File: src/hdl/aoc_pkg.sv
// ----------------------------------------------------------------------------
// aoc_pkg
// Shared constants, opcodes and controller/datapath bundles for the
// AABB obstacle overlap checker.
// ----------------------------------------------------------------------------
package aoc_pkg;

    localparam int FIELD_BITS        = 32;
    localparam int OPCODE_BITS       = 2;
    localparam int AXES              = 3;
    localparam int BOUNDS            = 2 * AXES;
    localparam int MAX_OBSTACLES_DEF = 64;
    localparam int COORD_BITS_DEF    = 32;

    localparam logic [OPCODE_BITS-1:0] OP_CLEAR  = 2'd0;
    localparam logic [OPCODE_BITS-1:0] OP_APPEND = 2'd1;
    localparam logic [OPCODE_BITS-1:0] OP_TEST   = 2'd2;

    typedef struct packed {
        logic load_box;
        logic mem_we;
        logic mem_re;
        logic hit_clr;
    } dp_cmd_t;

    typedef struct packed {
        logic rd_valid;
        logic hit;
    } dp_status_t;

    function automatic int idx_bits(input int depth);
        return (depth > 1) ? $clog2(depth) : 1;
    endfunction

endpackage

File: src/hdl/aoc_ifs.sv
// ----------------------------------------------------------------------------
// aoc_ifs
// Valid/ready channels: box request stream and query result stream.
// ----------------------------------------------------------------------------
interface aoc_req_if;
    logic                                  valid;
    logic                                  ready;
    logic [aoc_pkg::OPCODE_BITS-1:0]       opcode;
    logic signed [aoc_pkg::FIELD_BITS-1:0] min_x;
    logic signed [aoc_pkg::FIELD_BITS-1:0] min_y;
    logic signed [aoc_pkg::FIELD_BITS-1:0] min_z;
    logic signed [aoc_pkg::FIELD_BITS-1:0] max_x;
    logic signed [aoc_pkg::FIELD_BITS-1:0] max_y;
    logic signed [aoc_pkg::FIELD_BITS-1:0] max_z;
    logic                                  final_box;

    modport source (output valid, opcode, min_x, min_y, min_z, max_x, max_y, max_z,
                    final_box, input ready);
    modport sink   (input valid, opcode, min_x, min_y, min_z, max_x, max_y, max_z,
                    final_box, output ready);
endinterface

interface aoc_rsp_if;
    logic valid;
    logic ready;
    logic collides;
    logic table_overflowed;

    modport source (output valid, collides, table_overflowed, input ready);
    modport sink   (input valid, collides, table_overflowed, output ready);
endinterface

File: src/hdl/aoc_controller.sv
// ----------------------------------------------------------------------------
// aoc_controller
// Request decode, obstacle fill count, table scan sequencing and result
// output register.
// ----------------------------------------------------------------------------
module aoc_controller #(
    parameter int MAX_OBSTACLES = aoc_pkg::MAX_OBSTACLES_DEF
) (
    input  logic                                           clk,
    input  logic                                           rst_n,
    aoc_req_if.sink                                        req,
    aoc_rsp_if.source                                      rsp,
    output aoc_pkg::dp_cmd_t                               cmd,
    output logic [aoc_pkg::idx_bits(MAX_OBSTACLES)-1:0]    waddr,
    output logic [aoc_pkg::idx_bits(MAX_OBSTACLES)-1:0]    raddr,
    input  aoc_pkg::dp_status_t                            status
);

    localparam int IDX_W = aoc_pkg::idx_bits(MAX_OBSTACLES);
    localparam int CNT_W = $clog2(MAX_OBSTACLES + 1);
    localparam logic [CNT_W-1:0] CNT_MAX = CNT_W'(MAX_OBSTACLES);

    typedef enum logic [1:0] {
        S_IDLE,
        S_SCAN,
        S_FINISH
    } state_t;

    state_t           state_reg;
    logic [CNT_W-1:0] count_reg;
    logic [CNT_W-1:0] issue_reg;
    logic             final_reg;
    logic             overflow_reg;
    logic             out_valid_reg;
    logic             collides_reg;
    logic             overflowed_reg;

    logic accept;
    logic out_free;
    logic issue_more;
    logic scan_done;
    logic has_room;

    assign req.ready  = (state_reg == S_IDLE);
    assign accept     = req.valid && req.ready;
    assign out_free   = !out_valid_reg || rsp.ready;
    assign issue_more = issue_reg < count_reg;
    assign scan_done  = !issue_more && !status.rd_valid;
    assign has_room   = count_reg < CNT_MAX;

    assign waddr = count_reg[IDX_W-1:0];
    assign raddr = issue_reg[IDX_W-1:0];

    always_comb
    begin
        cmd          = '0;
        cmd.load_box = accept && (req.opcode == aoc_pkg::OP_TEST);
        cmd.mem_we   = accept && (req.opcode == aoc_pkg::OP_APPEND) && has_room;
        cmd.mem_re   = (state_reg == S_SCAN) && issue_more;
        cmd.hit_clr  = (state_reg == S_FINISH) && out_free;
    end

    always_ff @(posedge clk or negedge rst_n)
    begin
        if (!rst_n)
        begin
            state_reg      <= S_IDLE;
            count_reg      <= '0;
            issue_reg      <= '0;
            final_reg      <= 1'b0;
            overflow_reg   <= 1'b0;
            out_valid_reg  <= 1'b0;
            collides_reg   <= 1'b0;
            overflowed_reg <= 1'b0;
        end
        else
        begin
            if (state_reg == S_FINISH && out_free)
            begin
                out_valid_reg <= 1'b1;
            end
            else if (rsp.valid && rsp.ready)
            begin
                out_valid_reg <= 1'b0;
            end
            unique case (state_reg)
                S_IDLE:
                begin
                    if (accept)
                    begin
                        unique case (req.opcode)
                            aoc_pkg::OP_CLEAR:
                            begin
                                count_reg    <= '0;
                                overflow_reg <= 1'b0;
                            end
                            aoc_pkg::OP_APPEND:
                            begin
                                if (has_room)
                                begin
                                    count_reg <= count_reg + CNT_W'(1);
                                end
                                else
                                begin
                                    overflow_reg <= 1'b1;
                                end
                            end
                            aoc_pkg::OP_TEST:
                            begin
                                final_reg <= req.final_box;
                                issue_reg <= '0;
                                if (count_reg != '0)
                                begin
                                    state_reg <= S_SCAN;
                                end
                                else if (req.final_box)
                                begin
                                    state_reg <= S_FINISH;
                                end
                            end
                            default:
                            begin
                            end
                        endcase
                    end
                end
                S_SCAN:
                begin
                    if (scan_done)
                    begin
                        state_reg <= final_reg ? S_FINISH : S_IDLE;
                    end
                    else if (issue_more)
                    begin
                        issue_reg <= issue_reg + CNT_W'(1);
                    end
                end
                S_FINISH:
                begin
                    if (out_free)
                    begin
                        collides_reg   <= status.hit;
                        overflowed_reg <= overflow_reg;
                        state_reg      <= S_IDLE;
                    end
                end
                default:
                begin
                    state_reg <= S_IDLE;
                end
            endcase
        end
    end

    assign rsp.valid            = out_valid_reg;
    assign rsp.collides         = collides_reg;
    assign rsp.table_overflowed = overflowed_reg;

    a_count_bound: assert property (@(posedge clk) disable iff (!rst_n)
        count_reg <= CNT_MAX)
        else $error("obstacle count beyond table depth");

    a_clear_empties: assert property (@(posedge clk) disable iff (!rst_n)
        accept && req.opcode == aoc_pkg::OP_CLEAR |=> count_reg == '0)
        else $error("clear did not empty the table");

    a_scan_bound: assert property (@(posedge clk) disable iff (!rst_n)
        state_reg == S_SCAN |-> issue_reg <= count_reg)
        else $error("scan ran past filled entries");

    a_result_loaded: assert property (@(posedge clk) disable iff (!rst_n)
        state_reg == S_FINISH && out_free |=> rsp.valid && state_reg == S_IDLE)
        else $error("result not presented after finish");

endmodule

File: src/flat_wrapper.sv
// flat-port wrapper written by rule: the top's interface ports become plain ports
module aoc_controller_flat 
#(
    parameter int MAX_OBSTACLES = aoc_pkg::MAX_OBSTACLES_DEF
)
  (clk, rst_n, cmd, waddr, raddr, status, req_valid, req_opcode, req_min_x, req_min_y, req_min_z, req_max_x, req_max_y, req_max_z, req_final_box, req_ready, rsp_valid, rsp_collides, rsp_table_overflowed, rsp_ready);
  aoc_req_if req_i ();
  aoc_rsp_if rsp_i ();
  input  logic clk;
  input  logic rst_n;
  output aoc_pkg::dp_cmd_t cmd;
  output logic [aoc_pkg::idx_bits(MAX_OBSTACLES)-1:0] waddr;
  output logic [aoc_pkg::idx_bits(MAX_OBSTACLES)-1:0] raddr;
  input  aoc_pkg::dp_status_t status;
  input wire logic [$bits(req_i.valid)-1:0] req_valid;
  input wire logic [$bits(req_i.opcode)-1:0] req_opcode;
  input wire logic [$bits(req_i.min_x)-1:0] req_min_x;
  input wire logic [$bits(req_i.min_y)-1:0] req_min_y;
  input wire logic [$bits(req_i.min_z)-1:0] req_min_z;
  input wire logic [$bits(req_i.max_x)-1:0] req_max_x;
  input wire logic [$bits(req_i.max_y)-1:0] req_max_y;
  input wire logic [$bits(req_i.max_z)-1:0] req_max_z;
  input wire logic [$bits(req_i.final_box)-1:0] req_final_box;
  output wire logic [$bits(req_i.ready)-1:0] req_ready;
  output wire logic [$bits(rsp_i.valid)-1:0] rsp_valid;
  output wire logic [$bits(rsp_i.collides)-1:0] rsp_collides;
  output wire logic [$bits(rsp_i.table_overflowed)-1:0] rsp_table_overflowed;
  input wire logic [$bits(rsp_i.ready)-1:0] rsp_ready;
  assign req_i.valid = req_valid;
  assign req_i.opcode = req_opcode;
  assign req_i.min_x = req_min_x;
  assign req_i.min_y = req_min_y;
  assign req_i.min_z = req_min_z;
  assign req_i.max_x = req_max_x;
  assign req_i.max_y = req_max_y;
  assign req_i.max_z = req_max_z;
  assign req_i.final_box = req_final_box;
  assign req_ready = req_i.ready;
  assign rsp_valid = rsp_i.valid;
  assign rsp_collides = rsp_i.collides;
  assign rsp_table_overflowed = rsp_i.table_overflowed;
  assign rsp_i.ready = rsp_ready;
  aoc_controller #(.MAX_OBSTACLES(MAX_OBSTACLES)) u_core (.clk(clk), .rst_n(rst_n), .req(req_i), .rsp(rsp_i), .cmd(cmd), .waddr(waddr), .raddr(raddr), .status(status));
endmodule
File: config.mk
export PLATFORM = sky130hd
export DESIGN_NAME = aoc_controller_flat
export DESIGN_NICKNAME = d
export VERILOG_FILES = /design/src/hdl/aoc_pkg.sv /design/src/hdl/aoc_ifs.sv /design/src/hdl/aoc_controller.sv /design/src/flat_wrapper.sv
export SDC_FILE = /design/constraint.sdc
export NUM_CORES = 1
export LEC_CHECK = 0
export ABC_AREA = 0
export ABC_CLOCK_PERIOD_IN_PS = 2200
export BUFFER_PORTS_ARGS = -buffer_cell sky130_fd_sc_hd__buf_2
export CAP_MARGIN = 20
export CORE_ASPECT_RATIO = 0.7
export CORE_MARGIN = 8
export CORE_UTILIZATION = 25
export CTS_BUF_LIST = sky130_fd_sc_hd__clkbuf_16
export CTS_CLUSTER_SIZE = 30
export DETAILED_ROUTE_END_ITERATION = 8
export GPL_TIMING_DRIVEN = 0
export PLACE_DENSITY_LB_ADDON = 0.12
export SLEW_MARGIN = 20
export SYNTH_ARGS = -nofsm -noshare
export SYNTH_HDL_FRONTEND = slang
export SYNTH_SLANG_ARGS = --single-unit
File: constraint.sdc
create_clock -name clk -period 2.2 [get_ports clk]
set_clock_uncertainty 0.15 [all_clocks]
set_input_delay 0.44 -clock clk [delete_from_list [all_inputs] [get_ports clk]]
set_output_delay 0.44 -clock clk [all_outputs]
set_load 0.005 [all_outputs]
==> impl_results.md <==
- Non-Filler Cell Area, Final: between 0.0015 and 0.002 mm2
- Area grow syn2layout: 34.1%
- WP data arrival: between 1500 and 2000 ps
- Unrepaired setup endpoints after global routing: true
- Delay-heaviest family, CP: compound AO/OA/AOI/OAI gates
- Initial antenna violation count: 0
- Slowest stage delay, CP: 390 ps
- GRT Overall Usage: 0.0933
- MaxCap Viol Count: 0
- Slew headroom: 0.476
- H-tree levels: 1
- Vias per cell: roughly 4.4
- Multi-input gate area: 672 um2
- Vias in the first global route: 1134
- Initial Util: 0.253
- DPL Wire Length: between 2000 and 3000 um
- Post-route clock period utilization: 1.09
- Slew Viols, Final: 0
- Final worst slack: -191 ps
- Most frequent cells in the layout: buf_2 (28), buf_4 (25), dfrtp_1 (18)
- Routed vias: 1111
- WL per Instance: between 10 and 15 um
- Status: finished, violations left
- Total CTS buffers: 3
- Sequential standard cell area: 529 um2
- Fin Hold WS: -10.0 ps
- Core footprint: 0.00512 mm2
- Clock sinks: 21
- Power Density: 1060 mW/mm2
- Static leakage: 0.897 nW
- DRT antenna net count: 0
- First-pass GRT wire length: roughly 5700 um
- Sequential area share after synthesis: 0.405
- Worst hold path type: in -> async
- Post-CTS Hold Buffers: 0
- Routed wire length: 3460 um
- Post-synthesis instance total: between 100 and 150
- Chip Height: 76.3 um
- CTS tree: built
- Ratio of cells with drive above 1 in the final layout: 0.388
- Ys Warns: 0
- Die Width: 102 um
- GRT overflow: 0
- Largest net degree at the start of global routing: 22
- CP cell instances: inv_2 > ha_4 > a211o_1 > o211ai_1 > o311a_1 > nand2_1 > inv_1 > buf_2
- CTS clk-pin slew, worst paths: approximately 60 ps
- Peak supply drop: 0.000356 V
- Synth Cell Area: 0.00130 mm2
- Mean Syn Cell Area: 9.40 um2
- Final Hold Fails: 21
- ANT cells: 0
- Synth Net Count: 348
- WP buf/inv: 3
- Endpoints failing setup: 3
- Root Driver: clkbuf_16
- Fill cell count: 583
- Share of flip-flops with an asynchronous set or reset: 1.00
- Core Util, Final: 0.340
- Setup crit end kind: output port
- Commonest non-fill, non-tap cell in the layout: buf_2
- Clock Path Buffers: 2
- Count of different cell masters after synthesis: 35
- Violated checks: hold timing, setup timing
- DRT iter0 DRCs: 63
- Ys flop type: dfrtp_1
- Area after DPL: 0.00153 mm2
- Final GP Congestion: 0.744
- Crit path launch type: flip-flop
- DRT Pass-1 Iters: 4
- Actual slew at the worst max-slew pin: 774 ps
- WS Path Type: reg -> out
- I/O Pins: 221
- Critical-path top delay cell: dfrtp_1
- Crit path time final: around 2400 ps
- Crit path max fanout: 2
- Max frequency: 0.418 GHz
- #FFs+latches synth: 21
- Number of flops mapped to enable cells by yosys: 0
- Row count: 22
- Drt drc: 0
- Critical Path RT: 1610 ps
- Final #Nets: 394
- PortBufs: 28
- Die footprint: 0.00779 mm2
- Clock Latency Late Sink: around 260 ps
## cells in the mapped netlist, types with 3 or more instances
cell type / number / share of area
o211ai_1: 3 / 0.017
mux2i_1: 4 / 0.031
buf_4: 12 / 0.069
nand3_1: 6 / 0.023
xnor2_1: 3 / 0.020
and3_1: 3 / 0.014
nand2_1: 13 / 0.038
a21oi_1: 5 / 0.019
inv_1: 11 / 0.032
nor2_1: 13 / 0.038
ha_1: 9 / 0.087
nand2b_1: 4 / 0.019
o21ai_0: 4 / 0.015
dfrtp_1: 21 / 0.41
## layout make-up
class                      count  area share
multi-input combinational     94       0.386
clock buffer                   3      0.0431
inverter                      11      0.0237
buffer                        12      0.0518
timing repair buffer          41       0.137
tap                           72      0.0518
clock inverter                 1     0.00288
sequential                    21       0.304
## report_power, final
group          switching (W)  internal [W]  leakage (nW)
combinational       0.000420      0.000410         0.579
clock               0.000155      0.000245        0.0409
sequential          0.000121      0.000488         0.277
total               0.000696       0.00114         0.897
## per-layer routing
layer,vias to the layer above,GRT usage,wire length [um]
met5,-,0,0
met4,0,0.0131,12
met3,2,0.0292,196
met2,23,0.140,1580
met1,522,0.129,1670
li1,564,-,-
## cell families (layout without fill, tap and decap cells)
group	Yosys count	in the layout	synth area share
muxes	6	6	0.0482
DFF	21	21	0.405
buffers and inverters	23	68	0.101
and+or+nand+nor	56	56	0.230
adders and majority gates	9	9	0.0868
AOI/OAI and AO/OA	20	20	0.109
xor gates and xnor gates	3	3	0.0203
## through the flow
step | TNS, ps | instances | power (W) | setup WS, ps | hold slack (ps)
after global routing | -900 | 255 | 0.00199 | -299 | 28.0
after detailed placement | -690 | 238 | 0.00134 | -285 | 292
after floorplan | 0 | 138 | 0.00107 | 71.9 | -5.59
after global placement | -710 | 238 | 0.00134 | -313 | 281
final | -382 | 255 | 0.00184 | -191 | -10.0
after CTS | -352 | 251 | 0.00183 | -177 | 10.4
## worst reg2reg max path, delay by kind of cell (launching register included)
family	cells	cell delay, ps
DFF	1	390
buffers and inverters	2	230
adders and majority gates	1	200
AOI/OAI and AO/OA	4	740
and+or+nand+nor	1	520
## what timing repair did
| item | in CTS | in global routing |
|---|---|---|
| gates resized for setup | 8 | 1 |
| setup endpoints to repair | 6 | 8 |
| pin swaps | 4 | 4 |
| buffers inserted | 9 | 4 |
## worst paths after layout
check	startpoint	end	slack [ps]	depth (start not counted)
worst max-delay path	u_core.count_reg[4]$_DFFE_PN0P_	cmd[1]	-190	8
worst min-delay path	rst_n	u_core.final_reg$_DFFE_PN0P_	-10	1
worst max register to register	u_core.count_reg[4]$_DFFE_PN0P_	u_core.issue_reg[5]$_DFFE_PN0P_	-110	8
worst min register to register	u_core.state_reg[1]$_DFFE_PN0P_	u_core.state_reg[0]$_DFFE_PN0P_	330	1
max in group asynchronous	rst_n	u_core.count_reg[6]$_DFFE_PN0P_	1550	1
min in group clk	req_final_box	u_core.final_reg$_DFFE_PN0P_	250	3
No activity file was read; power rests on OpenSTA's default activity.
